$ cat src/rtl/sde_pkg.sv
`timescale 1ns / 1ps
`default_nettype none
package sde_pkg;

    localparam int MaxTerms   = 3;
    localparam int TermIdxW   = 2;
    localparam int WaveW      = 14;
    localparam int FracW      = 20;
    localparam int ValueW     = 24;
    localparam int StatusW    = 2;
    localparam int CfgIdxW    = 3;
    localparam int CfgDataW   = 20;
    localparam int NumW       = 52;
    localparam int DenW       = 28;
    localparam int RadW       = 48;
    localparam int RootW      = 24;

    localparam logic [StatusW-1:0] StatusOk       = 2'd0;
    localparam logic [StatusW-1:0] StatusSingular = 2'd1;
    localparam logic [StatusW-1:0] StatusSat      = 2'd2;

    localparam logic [CfgIdxW-1:0] RegTermCount = 3'd0;
    localparam logic [CfgIdxW-1:0] RegOffset    = 3'd1;
    localparam logic [CfgIdxW-1:0] RegStrOne    = 3'd2;
    localparam logic [CfgIdxW-1:0] RegResOne    = 3'd3;
    localparam logic [CfgIdxW-1:0] RegStrTwo    = 3'd4;
    localparam logic [CfgIdxW-1:0] RegResTwo    = 3'd5;
    localparam logic [CfgIdxW-1:0] RegStrThree  = 3'd6;
    localparam logic [CfgIdxW-1:0] RegResThree  = 3'd7;

    localparam logic OpEps   = 1'b0;
    localparam logic OpIndex = 1'b1;

    typedef enum logic {
        ITER_DIV,
        ITER_SQRT
    } iter_mode_t;

    typedef struct packed {
        logic       start;
        iter_mode_t mode;
    } iter_ctrl_t;

endpackage
`default_nettype wire

$ cat src/rtl/sellmeier_dispersion_eval.sv
`timescale 1ns / 1ps
`default_nettype none
// Sellmeier dispersion evaluator: per transaction, eps = |1 + n0^2 + sum ni^2*W^2/(W^2-Li^2)|
// in unsigned Q.16 (operation 0) or floor(sqrt(eps*mu)) (operation 1), with status 0 ok,
// 1 singular (zero wavelength or wavelength on an active resonance), 2 saturated. One item
// at a time: a shared 32x32 multiplier and a one-bit-per-cycle divide/square-root unit
// do all the work. The per-term division dominates the time from input transaction to
// m_tvalid, and operation 1 adds a multiply and a square root after the terms. A singular
// item goes straight from idle to the output state. s_tready is high only while
// idle, and a result held by m_tready stalls the block before it returns to idle.
module sellmeier_dispersion_eval
(
    input  wire logic        clk,
    input  wire logic        rst_n,
    input  wire logic        s_tvalid,
    output logic             s_tready,
    input  wire logic [39:0] s_tdata,   // [13:0] wavelength, [33:14] permeability, zero pad
    input  wire logic        s_tuser,   // [0] operation
    output logic             m_tvalid,
    input  wire logic        m_tready,
    output logic [23:0]      m_tdata,   // [23:0] value
    output logic [1:0]       m_tuser,   // [1:0] status
    input  wire logic        cfg_valid,
    output logic             cfg_ready,
    input  wire logic [2:0]  cfg_index,
    input  wire logic [19:0] cfg_data
);

    typedef enum logic [3:0] {
        S_IDLE, S_W2, S_N0, S_ACC0, S_TS, S_TL, S_T1, S_T2, S_DIV,
        S_FIN, S_ML, S_MM, S_MH, S_SQ, S_OUT
    } state_t;

    state_t state_reg;

    logic [1:0]  term_count_reg;
    logic [19:0] offset_reg;
    logic [19:0] str_reg [sde_pkg::MaxTerms];
    logic [13:0] res_reg [sde_pkg::MaxTerms];

    logic        op_reg;
    logic [13:0] w_reg;
    logic [19:0] mu_reg;
    logic [1:0]  t_reg;
    logic [1:0]  n_reg;
    logic [27:0] w2_reg;
    logic [23:0] s_reg;
    logic [27:0] den_reg;
    logic        neg_reg;
    logic signed [56:0] acc_reg;
    logic [55:0] eps_reg;
    logic [43:0] lo_reg;
    logic [23:0] val_reg;
    logic [1:0]  stat_reg;
    logic        out_valid_reg;
    logic [23:0] out_data_reg;
    logic [1:0]  out_user_reg;

    logic [31:0] mul_a, mul_b;
    logic [63:0] mul_p;
    logic [23:0] sq_rnd;
    logic [1:0]  n_eff;
    logic        singular;
    logic [13:0] w_in;
    logic [27:0] l2;
    logic [67:0] prod;
    logic [56:0] qext;
    sde_pkg::iter_ctrl_t iter_ctrl;
    logic        iter_done;
    logic [sde_pkg::NumW-1:0] iter_q;
    logic [sde_pkg::NumW-1:0] iter_a;

    sde_mul u_mul
    (
        .clk (clk),
        .a   (mul_a),
        .b   (mul_b),
        .p   (mul_p)
    );

    sde_iter u_iter
    (
        .clk    (clk),
        .rst_n  (rst_n),
        .ctrl   (iter_ctrl),
        .opa    (iter_a),
        .opb    (den_reg),
        .done   (iter_done),
        .result (iter_q)
    );

    assign cfg_ready = 1'b1;
    assign s_tready  = (state_reg == S_IDLE);
    assign m_tvalid  = out_valid_reg;
    assign m_tdata   = out_data_reg;
    assign m_tuser   = out_user_reg;

    assign w_in   = s_tdata[13:0];
    assign n_eff  = (term_count_reg == 2'd0) ? 2'd1 : term_count_reg;
    assign sq_rnd = 24'((mul_p[39:0] + 40'd32768) >> 16);
    assign l2     = mul_p[27:0];
    assign prod   = {24'd0, lo_reg} + {mul_p[43:0], 24'd0};
    assign qext   = 57'(iter_q);

    always_comb
    begin
        singular = (w_in == 14'd0) || (res_reg[0] == w_in)
                || (n_eff >= 2'd2 && res_reg[1] == w_in)
                || (n_eff == 2'd3 && res_reg[2] == w_in);
    end

    always_comb
    begin
        mul_a     = '0;
        mul_b     = '0;
        iter_ctrl = '{start: 1'b0, mode: sde_pkg::ITER_DIV};
        iter_a    = mul_p[sde_pkg::NumW-1:0];
        unique case (state_reg)
            S_W2:
            begin
                mul_a = 32'(w_reg);
                mul_b = 32'(w_reg);
            end
            S_N0:
            begin
                mul_a = 32'(offset_reg);
                mul_b = 32'(offset_reg);
            end
            S_TS:
            begin
                mul_a = 32'(str_reg[t_reg]);
                mul_b = 32'(str_reg[t_reg]);
            end
            S_TL:
            begin
                mul_a = 32'(res_reg[t_reg]);
                mul_b = 32'(res_reg[t_reg]);
            end
            S_T1:
            begin
                mul_a = 32'(s_reg);
                mul_b = 32'(w2_reg);
            end
            S_T2:
            begin
                iter_ctrl = '{start: 1'b1, mode: sde_pkg::ITER_DIV};
            end
            S_ML:
            begin
                mul_a = 32'(eps_reg[23:0]);
                mul_b = 32'(mu_reg);
            end
            S_MM:
            begin
                mul_a = 32'(eps_reg[47:24]);
                mul_b = 32'(mu_reg);
            end
            S_MH:
            begin
                iter_ctrl = '{start: 1'b1, mode: sde_pkg::ITER_SQRT};
                iter_a    = sde_pkg::NumW'(prod[47:0]);
            end
            default:
            begin
            end
        endcase
    end

    always_ff @(posedge clk or negedge rst_n)
    begin
        if (!rst_n)
        begin
            state_reg      <= S_IDLE;
            term_count_reg <= 2'd1;
            offset_reg     <= '0;
            for (int i = 0; i < sde_pkg::MaxTerms; i++)
            begin
                str_reg[i] <= '0;
                res_reg[i] <= '0;
            end
            out_valid_reg  <= 1'b0;
        end
        else
        begin
            if (cfg_valid)
            begin
                unique case (cfg_index)
                    sde_pkg::RegTermCount: term_count_reg <= cfg_data[1:0];
                    sde_pkg::RegOffset:    offset_reg     <= cfg_data;
                    sde_pkg::RegStrOne:    str_reg[0]     <= cfg_data;
                    sde_pkg::RegResOne:    res_reg[0]     <= cfg_data[13:0];
                    sde_pkg::RegStrTwo:    str_reg[1]     <= cfg_data;
                    sde_pkg::RegResTwo:    res_reg[1]     <= cfg_data[13:0];
                    sde_pkg::RegStrThree:  str_reg[2]     <= cfg_data;
                    sde_pkg::RegResThree:  res_reg[2]     <= cfg_data[13:0];
                    default:
                    begin
                    end
                endcase
            end

            // S_OUT reloads the output register itself
            if (out_valid_reg && m_tready && state_reg != S_OUT)
            begin
                out_valid_reg <= 1'b0;
            end

            unique case (state_reg)
                S_IDLE:
                begin
                    if (s_tvalid)
                    begin
                        op_reg <= s_tuser;
                        w_reg  <= w_in;
                        mu_reg <= s_tdata[33:14];
                        n_reg  <= n_eff;
                        t_reg  <= 2'd0;
                        if (singular)
                        begin
                            val_reg   <= '0;
                            stat_reg  <= sde_pkg::StatusSingular;
                            state_reg <= S_OUT;
                        end
                        else
                        begin
                            state_reg <= S_W2;
                        end
                    end
                end
                S_W2:   state_reg <= S_N0;
                S_N0:
                begin
                    w2_reg    <= mul_p[27:0];
                    state_reg <= S_ACC0;
                end
                S_ACC0:
                begin
                    acc_reg   <= 57'(sq_rnd) + 57'sd65536;
                    state_reg <= S_TS;
                end
                S_TS:   state_reg <= S_TL;
                S_TL:
                begin
                    s_reg     <= sq_rnd;
                    state_reg <= S_T1;
                end
                S_T1:
                begin
                    // l^2 arrives now; the num product follows next cycle
                    den_reg   <= (w2_reg > l2) ? (w2_reg - l2) : (l2 - w2_reg);
                    neg_reg   <= (res_reg[t_reg] > w_reg);
                    state_reg <= S_T2;
                end
                S_T2:   state_reg <= S_DIV;
                S_DIV:
                begin
                    if (iter_done)
                    begin
                        acc_reg <= neg_reg ? (acc_reg - $signed(qext))
                                           : (acc_reg + $signed(qext));
                        if (t_reg == n_reg - 2'd1)
                        begin
                            state_reg <= S_FIN;
                        end
                        else
                        begin
                            t_reg     <= t_reg + 2'd1;
                            state_reg <= S_TS;
                        end
                    end
                end
                S_FIN:
                begin
                    // eps taken from the accumulator magnitude
                    eps_reg <= acc_reg[56] ? 56'(-acc_reg) : 56'(acc_reg);
                    if (op_reg == sde_pkg::OpEps)
                    begin
                        state_reg <= S_OUT;
                        if ((acc_reg[56] ? 57'(-acc_reg) : 57'(acc_reg)) > 57'd16777215)
                        begin
                            val_reg  <= '1;
                            stat_reg <= sde_pkg::StatusSat;
                        end
                        else
                        begin
                            val_reg  <= acc_reg[56] ? 24'(-acc_reg) : 24'(acc_reg);
                            stat_reg <= sde_pkg::StatusOk;
                        end
                    end
                    else
                    begin
                        state_reg <= S_ML;
                    end
                end
                S_ML:   state_reg <= S_MM;
                S_MM:
                begin
                    // low partial product of eps * mu is ready; high half issued now
                    state_reg <= S_MH;
                    lo_reg    <= mul_p[43:0];
                end
                S_MH:
                begin
                    if (mu_reg != 20'd0 && (eps_reg[55:48] != 8'd0 || prod[67:48] != 20'd0))
                    begin
                        val_reg   <= '1;
                        stat_reg  <= sde_pkg::StatusSat;
                        state_reg <= S_OUT;
                    end
                    else
                    begin
                        state_reg <= S_SQ;
                    end
                end
                S_SQ:
                begin
                    if (iter_done)
                    begin
                        val_reg   <= iter_q[23:0];
                        stat_reg  <= sde_pkg::StatusOk;
                        state_reg <= S_OUT;
                    end
                end
                S_OUT:
                begin
                    if (!out_valid_reg || m_tready)
                    begin
                        out_valid_reg <= 1'b1;
                        out_data_reg  <= val_reg;
                        out_user_reg  <= stat_reg;
                        state_reg     <= S_IDLE;
                    end
                end
                default: state_reg <= S_IDLE;
            endcase
        end
    end

endmodule
`default_nettype wire

$ cat src/rtl/sde_mul.sv
`timescale 1ns / 1ps
`default_nettype none
module sde_mul
(
    input  wire logic        clk,
    input  wire logic [31:0] a,
    input  wire logic [31:0] b,
    output logic      [63:0] p
);

    logic [63:0] p_reg;

    always_ff @(posedge clk)
    begin
        p_reg <= {32'd0, a} * {32'd0, b};
    end

    assign p = p_reg;

endmodule
`default_nettype wire

$ cat src/rtl/sde_iter.sv
`timescale 1ns / 1ps
`default_nettype none
// Restoring divider and digit-by-digit square root, one result bit per cycle.
module sde_iter
(
    input  wire logic                    clk,
    input  wire logic                    rst_n,
    input  wire sde_pkg::iter_ctrl_t     ctrl,
    input  wire logic [sde_pkg::NumW-1:0] opa,
    input  wire logic [sde_pkg::DenW-1:0] opb,
    output logic                         done,
    output logic [sde_pkg::NumW-1:0]     result
);

    logic [sde_pkg::NumW-1:0] work_reg, work_next;
    logic [sde_pkg::NumW-1:0] quo_reg, quo_next;
    logic [sde_pkg::DenW:0]   rem_reg, rem_next;
    logic [sde_pkg::DenW-1:0] den_reg;
    logic [5:0]               cnt_reg, cnt_next;
    logic                     busy_reg, busy_next;
    logic                     done_reg, done_next;
    sde_pkg::iter_mode_t      mode_reg;

    logic [sde_pkg::DenW:0]   rem_sh;
    logic [sde_pkg::DenW:0]   trial;

    always_comb
    begin
        work_next = work_reg;
        quo_next  = quo_reg;
        rem_next  = rem_reg;
        cnt_next  = cnt_reg;
        busy_next = busy_reg;
        done_next = 1'b0;
        rem_sh    = '0;
        trial     = '0;
        if (ctrl.start)
        begin
            work_next = opa;
            quo_next  = '0;
            rem_next  = '0;
            busy_next = 1'b1;
            cnt_next  = (ctrl.mode == sde_pkg::ITER_DIV) ? 6'(sde_pkg::NumW - 1)
                                                         : 6'(sde_pkg::RootW - 1);
        end
        else if (busy_reg)
        begin
            if (mode_reg == sde_pkg::ITER_DIV)
            begin
                rem_sh    = {rem_reg[sde_pkg::DenW-1:0], work_reg[sde_pkg::NumW-1]};
                trial     = {1'b0, den_reg};
                work_next = {work_reg[sde_pkg::NumW-2:0], 1'b0};
            end
            else
            begin
                rem_sh    = {rem_reg[sde_pkg::DenW-2:0], work_reg[sde_pkg::RadW-1 -: 2]};
                trial     = (sde_pkg::DenW + 1)'({quo_reg[sde_pkg::RootW-1:0], 2'b01});
                work_next = {work_reg[sde_pkg::NumW-3:0], 2'b00};
            end
            if (rem_sh >= trial)
            begin
                rem_next = rem_sh - trial;
                quo_next = {quo_reg[sde_pkg::NumW-2:0], 1'b1};
            end
            else
            begin
                rem_next = rem_sh;
                quo_next = {quo_reg[sde_pkg::NumW-2:0], 1'b0};
            end
            cnt_next = cnt_reg - 6'd1;
            if (cnt_reg == 6'd0)
            begin
                busy_next = 1'b0;
                done_next = 1'b1;
            end
        end
    end

    always_ff @(posedge clk or negedge rst_n)
    begin
        if (!rst_n)
        begin
            busy_reg <= 1'b0;
            done_reg <= 1'b0;
            cnt_reg  <= '0;
        end
        else
        begin
            busy_reg <= busy_next;
            done_reg <= done_next;
            cnt_reg  <= cnt_next;
        end
    end

    always_ff @(posedge clk)
    begin
        work_reg <= work_next;
        quo_reg  <= quo_next;
        rem_reg  <= rem_next;
        if (ctrl.start)
        begin
            den_reg  <= opb;
            mode_reg <= ctrl.mode;
        end
    end

    assign done   = done_reg;
    assign result = quo_reg;

endmodule
`default_nettype wire
$ cat config.mk
export PLATFORM = sky130hd
export DESIGN_NAME = sellmeier_dispersion_eval
export DESIGN_NICKNAME = d
export VERILOG_FILES = /design/src/rtl/sde_pkg.sv /design/src/rtl/sellmeier_dispersion_eval.sv /design/src/rtl/sde_mul.sv /design/src/rtl/sde_iter.sv
export SDC_FILE = /design/constraint.sdc
export NUM_CORES = 2
export LEC_CHECK = 0
export ABC_AREA = 0
export BUFFER_PORTS_ARGS = -buffer_cell sky130_fd_sc_hd__buf_2
export CORE_MARGIN = 10
export CORE_UTILIZATION = 38
export DETAILED_ROUTE_END_ITERATION = 10
export GPL_ROUTABILITY_DRIVEN = 0
export PLACE_DENSITY = 0.58
export RECOVER_POWER = 100
export SLEW_MARGIN = 30
export SYNTH_ARGS = -nofsm -noshare
export SYNTH_HDL_FRONTEND = slang
export SYNTH_SLANG_ARGS = --single-unit
export TNS_END_PERCENT = 50
$ cat constraint.sdc
create_clock -name clk -period 11.03 [get_ports clk]
set_clock_uncertainty 0.2 [all_clocks]
set_input_delay 0.5515 -clock clk [delete_from_list [all_inputs] [get_ports clk]]
set_output_delay 0.5515 -clock clk [all_outputs]
set_load 0.05 [all_outputs]
Word level (Yosys, flattened, before mapping)
Cells that the tools add are included.
W data, S select, Z words.
- register bits after elaboration: 679
- output and inout port bits: 29
- input bits: 69
- logic and storage cells: 201
- bitwise gates (word level): 1
- reductions and logical operators: 43
- multipliers: 1
- add/sub/neg operators: 12
- mux-type cells: 68
- magnitude comparators: 6
- equal/unequal tests: 35
- operators by type and width (cell ; number):
    $mux W52 ; 4
    $mux W57 ; 3
    $mux W24 ; 7
    $pmux W24 S7 ; 1
    $pmux W28 S6 ; 1
    $mux W29 ; 5
    $pmux W57 S2 ; 1
    $pmux W24 S4 ; 1
    $mux W28 ; 3
    $sub A28 B28 Y28 ; 3
    $add A44 B68 Y68 ; 1
    $pmux W4 S15 ; 1
    $add A57 B53 Y57 ; 1
    $gt A57 B24 Y1 const B ; 1
    $neg A57 Y57 ; 1
    $sub A57 B53 Y57 ; 1
    $mux W56 ; 1
    $mul A24 B28 Y52 ; 1
    $eq A14 B14 Y1 ; 3
    $add A40 B16 Y40 const B ; 1
    $bmux W20 S2 ; 1
    $mux W20 ; 2
    $reduce_bool A20 Y1 ; 2
    $ge A29 B29 Y1 ; 1
    other kinds (47) ; 119

Depth between registers and ports, before layout
- word-level depth: 9
- mapped depth: 34
- gate-level depth less buffers: 30

By module
From an unflattened synthesis, not the netlist that was laid out.
- cell total of the unflattened synthesis: 7801
- area total of the unflattened synthesis: 74368.8 sq um
- modules (own cells, without submodules) (module ; area each (sq um) ; sequential area each (sq um) ; cells an instance ; times used):
    sde_mul ; 34802.1 ; 1281.2 ; 3823 ; 1
    sellmeier_dispersion_eval ; 30545.5 ; 13108.8 ; 3107 ; 1
    sde_iter ; 9021.2 ; 4234.1 ; 871 ; 1

Worst setup path after synthesis
OpenSTA, ideal clock, no wires.
- path type: register to register
- from: register t_reg[1]
- to: register u_mul.p_reg[48] (netlist: u_mul.p[48])
- data arrival time: 8.624 ns
- path buffers: 3
- library setup time: 0.072 ns
- required time: 10.758 ns
- stages on the path, launching flop included: 28
- clock period less this slack: 8.896 ns
- slack: 2.134 ns
- cells stage by stage: edfxtp_1 buf_1 clkbuf_1 mux2i_1 nor2_1 a21oi_1 o221ai_1 a221oi_1 clkbuf_1 nor2_1 fa_1 fa_1 fa_1 fa_1 fa_1 fa_1 inv_1 fa_1 inv_1 ha_1 nand2_1 or3_1 o311ai_0 o21ai_0 o31ai_1 nand3_1 a311oi_1 xor2_1
- cells in the longest elaborated chain, start to end: 6
- elaborated cells on any way between the ends: 10
- classes of those cells: mul: 1; mux: 8; bitwise: 1
- RTL lines (element ; RTL line ; source):
    start, declared ; sellmeier_dispersion_eval.sv:44 ; logic [1:0] t_reg;
    start signal, assigned ; sellmeier_dispersion_eval.sv:267 ; t_reg <= t_reg + 2'd1;
    $not A2 Y3 (not written as such) * ; -- ;
    $bmux W14 S2 / $bmux W20 S2 (equally long branches) ; -- ;
    $mux W14 (not written as such) / $mux W20 (equally long branches) (2 in series) ; -- ;
    $pmux W24 S7 / $pmux W28 S6 (equally long branches) ; sellmeier_dispersion_eval.sv:118 ; unique case (state_reg)
    $mul A24 B28 Y52 * ; sde_mul.sv:15 ; p_reg <= {32'd0, a} * {32'd0, b};
    end signal, assigned ; sde_mul.sv:15 ;
    end, declared ; sde_mul.sv:11 ; logic [63:0] p_reg;
Every way passes the cells marked *; elsewhere a longest branch is shown, timed or not. The select of a mux whose other input is x is not followed.
A chain may end at the register's enable or synchronous reset.

Worst setup path after layout
- from: register state_reg[0]
- to: register u_mul.p_reg[42] (netlist: u_mul.p[42])
- cells in the longest elaborated chain, start to end: 4
- elaborated cells on any way between the ends: 11
- classes of those cells: mul: 1; eq/ne: 7; mux: 2; reduce/logical: 1
- RTL lines (element ; RTL line ; source):
    start, declared ; sellmeier_dispersion_eval.sv:34 ; state_t state_reg;
    start signal, assigned ; sellmeier_dispersion_eval.sv:173 ; state_reg <= S_IDLE;
    start signal, assigned ; sellmeier_dispersion_eval.sv:222 ; state_reg <= S_OUT;
    start signal, assigned ; sellmeier_dispersion_eval.sv:226 ; state_reg <= S_W2;
    $eq A4 B4 Y1 ; sellmeier_dispersion_eval.sv:118 ;
    $reduce_or A2 Y1 (no line) ; -- ;
    $pmux W28 S6 ; sellmeier_dispersion_eval.sv:118 ;
    $mul A24 B28 Y52 * ; sde_mul.sv:15 ;
Every way passes the cells marked *; elsewhere a longest branch is shown, timed or not.

==> flow_summary.json <==
{
  "overflow": 0,
  "violations": "capacitance limit, slew limit",
  "clkSinkCount": 679,
  "dp_hpwl_mm": 150,
  "drive_above_1_share_pct": 7.85,
  "finalSetupViolations": 0,
  "crit_slowest_cell": "nand2b_1",
  "place_inst": 8533,
  "fin_setup_tns_ns": 0,
  "fin_util_pct": 42.1,
  "synth_edf_count": 410,
  "wl_mm": 195,
  "firstDrtPassIters": 6,
  "muxShareOfSynthArea_pct": 6.24,
  "n_fill_cell": 15800,
  "synth-async-reset-ratio_pct": 20.2,
  "synth_fa_ha_area_share_pct": 26.0,
  "die_y_microns": 422,
  "max_cap_viol_count": 26,
  "leakagePower_nw": 29.8,
  "rows": 147,
  "cts_htree_levels": 3,
  "clkLatencyLatePin_ns": 0.71,
  "start_util_pct": 38.2,
  "cts_setup_buffers": 0,
  "grt_use_met2_pct": 33.4,
  "avgSynthCellArea_sq_um": 9.54,
  "worstPathRequired_ns": 11.45,
  "grt.met3_usage_pct": 3.79,
  "startpoint_type": "flop",
  "area_growth_pct": 10.2,
  "fmax_mhz": 95.8,
  "final_area_sq_mm": 0.0677,
  "seq_area_sq_mm": 0.0184,
  "cts_inserted_buffers": 78,
  "synth_top_family_by_area": "adder cells",
  "vias_per_cell": 5.52,
  "cts_tree": "done",
  "die_area_sq_mm": 0.178,
  "power_density_mw_per_mm2": 117,
  "cts.clk_slew.worst_paths_ns": 0.06,
  "synthesis.area_sq_mm": 0.0615,
  "grt_setup_unrepaired": "false",
  "grt_busiest_layer": "met2",
  "die_w_microns": 422,
  "multi_input_area_sq_mm": 0.0388,
  "slew_headroom_pct": -210,
  "nets": 7512,
  "grt_pass1_vias": 48500,
  "post_dp_cell_area_sq_mm": 0.0647,
  "slew_violations": 1056,
  "vias": 48300,
  "cts_max_path_buffers": 3,
  "ys_types": 99,
  "yosys.area_share.simple_pct": 13.5,
  "drt_iter0_markers": 4571,
  "synth_cells": 6447,
  "ant_nets": 0,
  "ios": 98,
  "r2r_setup_slack_ns": 0.59,
  "finalWorstPathRequiredPeriod_ns": 10.44,
  "final_cells": 8740,
  "port_buffers": 90,
  "ys_ff_latch": 679,
  "status": "finished with violations",
  "hold_path_class": "primary input to flop",
  "cp_common_cell": "fa_1",
  "antenna_found_initial": 11,
  "cp-end-kind": "flop",
  "synth_flop_cell": "edfxtp_1",
  "critPathKind": "flop to flop",
  "grt_max_degree": 83,
  "ys_warn_count": 0,
  "coreArea_sq_mm": 0.161,
  "irDropWorstVdd_mv": 0.104,
  "root_buffer": "clkbuf_16",
  "worst_pin_slew_ns": 4.65,
  "yosysSeqAreaShare_pct": 29.9,
  "largest_reg_flops": 60,
  "crit_arrival_ns": 10.86,
  "grt_pass1_wl_mm": 298,
  "syn_nets": 7448,
  "synth_compound_area_share_pct": 12.4,
  "crit_fanout": 27,
  "fin_crit_sh_pct": 94.6,
  "grt_use_total_pct": 21.4,
  "post-route-drc-count": 0,
  "slowest_delay_ns": 0.71,
  "wire_per_inst_microns": 22.4,
  "gr-usage-met1_pct": 29.4,
  "synthXorXnorAreaFrac_pct": 4.82,
  "final-hold-violation-count": 0
}
## Yosys cell counts, drive strengths merged (17+ instances only)
master,instances,area share (%)
xnor2,243,3.5
xor2,95,1.4
ha,357,7.3
nor3,108,0.93
o21ai,254,2.1
nor2,521,3.2
clkbuf,283,1.7
a21o,119,1.5
o21bai,41,0.50
nand4,61,0.66
buf,35,0.26
mux2,162,3.0
and3,32,0.33
or2,22,0.22
fa,575,19
dfxtp,132,4.3
or3,24,0.24
o21a,36,0.44
o221ai,39,0.56
nor4,62,0.65
dfrtp,136,5.5
mux2i,201,3.3
inv,842,5.1
a221o,23,0.37
nand2,696,4.2
a31oi,31,0.32
a221oi,29,0.41
and2,49,0.50
nand2b,54,0.55
nor2b,36,0.37
o211ai,20,0.24
nand3,81,0.67
a22oi,50,0.61
a21oi,309,2.5
edfxtp,410,20
a211oi,40,0.50
or4,17,0.21
o31ai,26,0.32
## area by class of cell
cell class | count | share of cell area [%]
antenna | 4 | 0.0148
clock buffer | 102 | 3.16
multi-input combinational | 4606 | 57.2
tap | 2160 | 3.99
timing repair buffer | 302 | 2.92
sequential | 679 | 27.1
inverter | 844 | 4.68
clock inverter | 43 | 0.841
## routing by layer
metal / vias up / wire length [microns] / part of all wire, %
li1: 22000 / - / -
met1: 24000 / 84100 / 43
met2: 1924 / 86900 / 44
met3: 355 / 16000 / 8.2
met4: 8 / 8350 / 4.3
met5: - / 53 / 0.027
## placed cells by master, fill, tap and decap left out, types with 95 or more instances in the layout
cell type,synthesis,routed
dfrtp_1,136,135
mux2i_1,201,201
edfxtp_1,410,410
ha_1,357,357
nand2_1,696,696
a21o_1,119,119
inv_1,840,839
fa_1,575,575
o21ai_0,232,251
buf_4,1,113
xnor2_1,243,243
a21oi_1,309,309
nor2_1,521,517
dfxtp_1,132,132
xor2_1,95,95
clkbuf_1,283,102
mux2_2,162,160
nor3_1,104,97
## final timing paths
kind / start / cells past startpoint / end
worst max-delay path: state_reg[0]$_DFFE_PN0P_ / 30 / u_mul.p[42]$_DFF_P_
worst min-delay path: cfg_index[1] / 3 / term_count_reg[1]$_DFFE_PN0P_
worst max register to register: state_reg[0]$_DFFE_PN0P_ / 30 / u_mul.p[42]$_DFF_P_
worst min register to register: den_reg[21]$_DFFE_PP_ / 0 / u_iter.den_reg[21]$_DFFE_PN_
max in group asynchronous: rst_n / 4 / res_reg[29]$_DFFE_PN0P_
min in group asynchronous: rst_n / 2 / u_iter.cnt_reg[4]$_DFFE_PN0P_
## metrics by stage
step                setup slack [ns]  power (mW)  hold WS (ns)
global route                   0.110        8.38         0.136
floorplan                       2.13        4.73        0.0559
CTS                            0.766        8.01        0.0381
finish                         0.592        7.95         0.135
global placement               0.652        5.17         0.196
detailed placement             0.820        5.21         0.195
## worst max-delay path, delay by kind of cell, from the launching register on
kind / cells / cell delay [ns]
AO/OA/AOI/OAI: 6 / 1.97
flip-flops: 1 / 0.36
AND/OR/NAND/NOR: 7 / 2.38
adder cells (fa/ha/maj): 8 / 3.92
buffers and inverters: 9 / 1.49
## report_power, final
group / internal (mW) / switching (mW) / leakage (nW) / total [mW]
Sequential: 2.95 / 0.254 / 6.70 / 3.20
Clock: 1.58 / 1.17 / 1.32 / 2.75
Combinational: 0.933 / 1.07 / 21.8 / 2.00
Total: 5.46 / 2.49 / 29.8 / 7.95
## cells by family (layout without fill, tap and decap cells)
logic type / after synthesis / count (layout)
AND/OR/NAND/NOR: 1815 / 1815
buffers and inverters: 1162 / 1291
AO/OA/AOI/OAI: 1157 / 1157
adder cells (fa/ha/maj): 932 / 932
flip-flops: 679 / 679
multiplexers: 363 / 363
XOR/XNOR: 338 / 338
other: 1 / 5
## what timing repair did
action                                 4_1_cts  5_1_grt
hold buffers                                56        0
endpoints found under the hold margin      231        0
resized for setup                            0        0
Power figures use the tool's default switching activity.
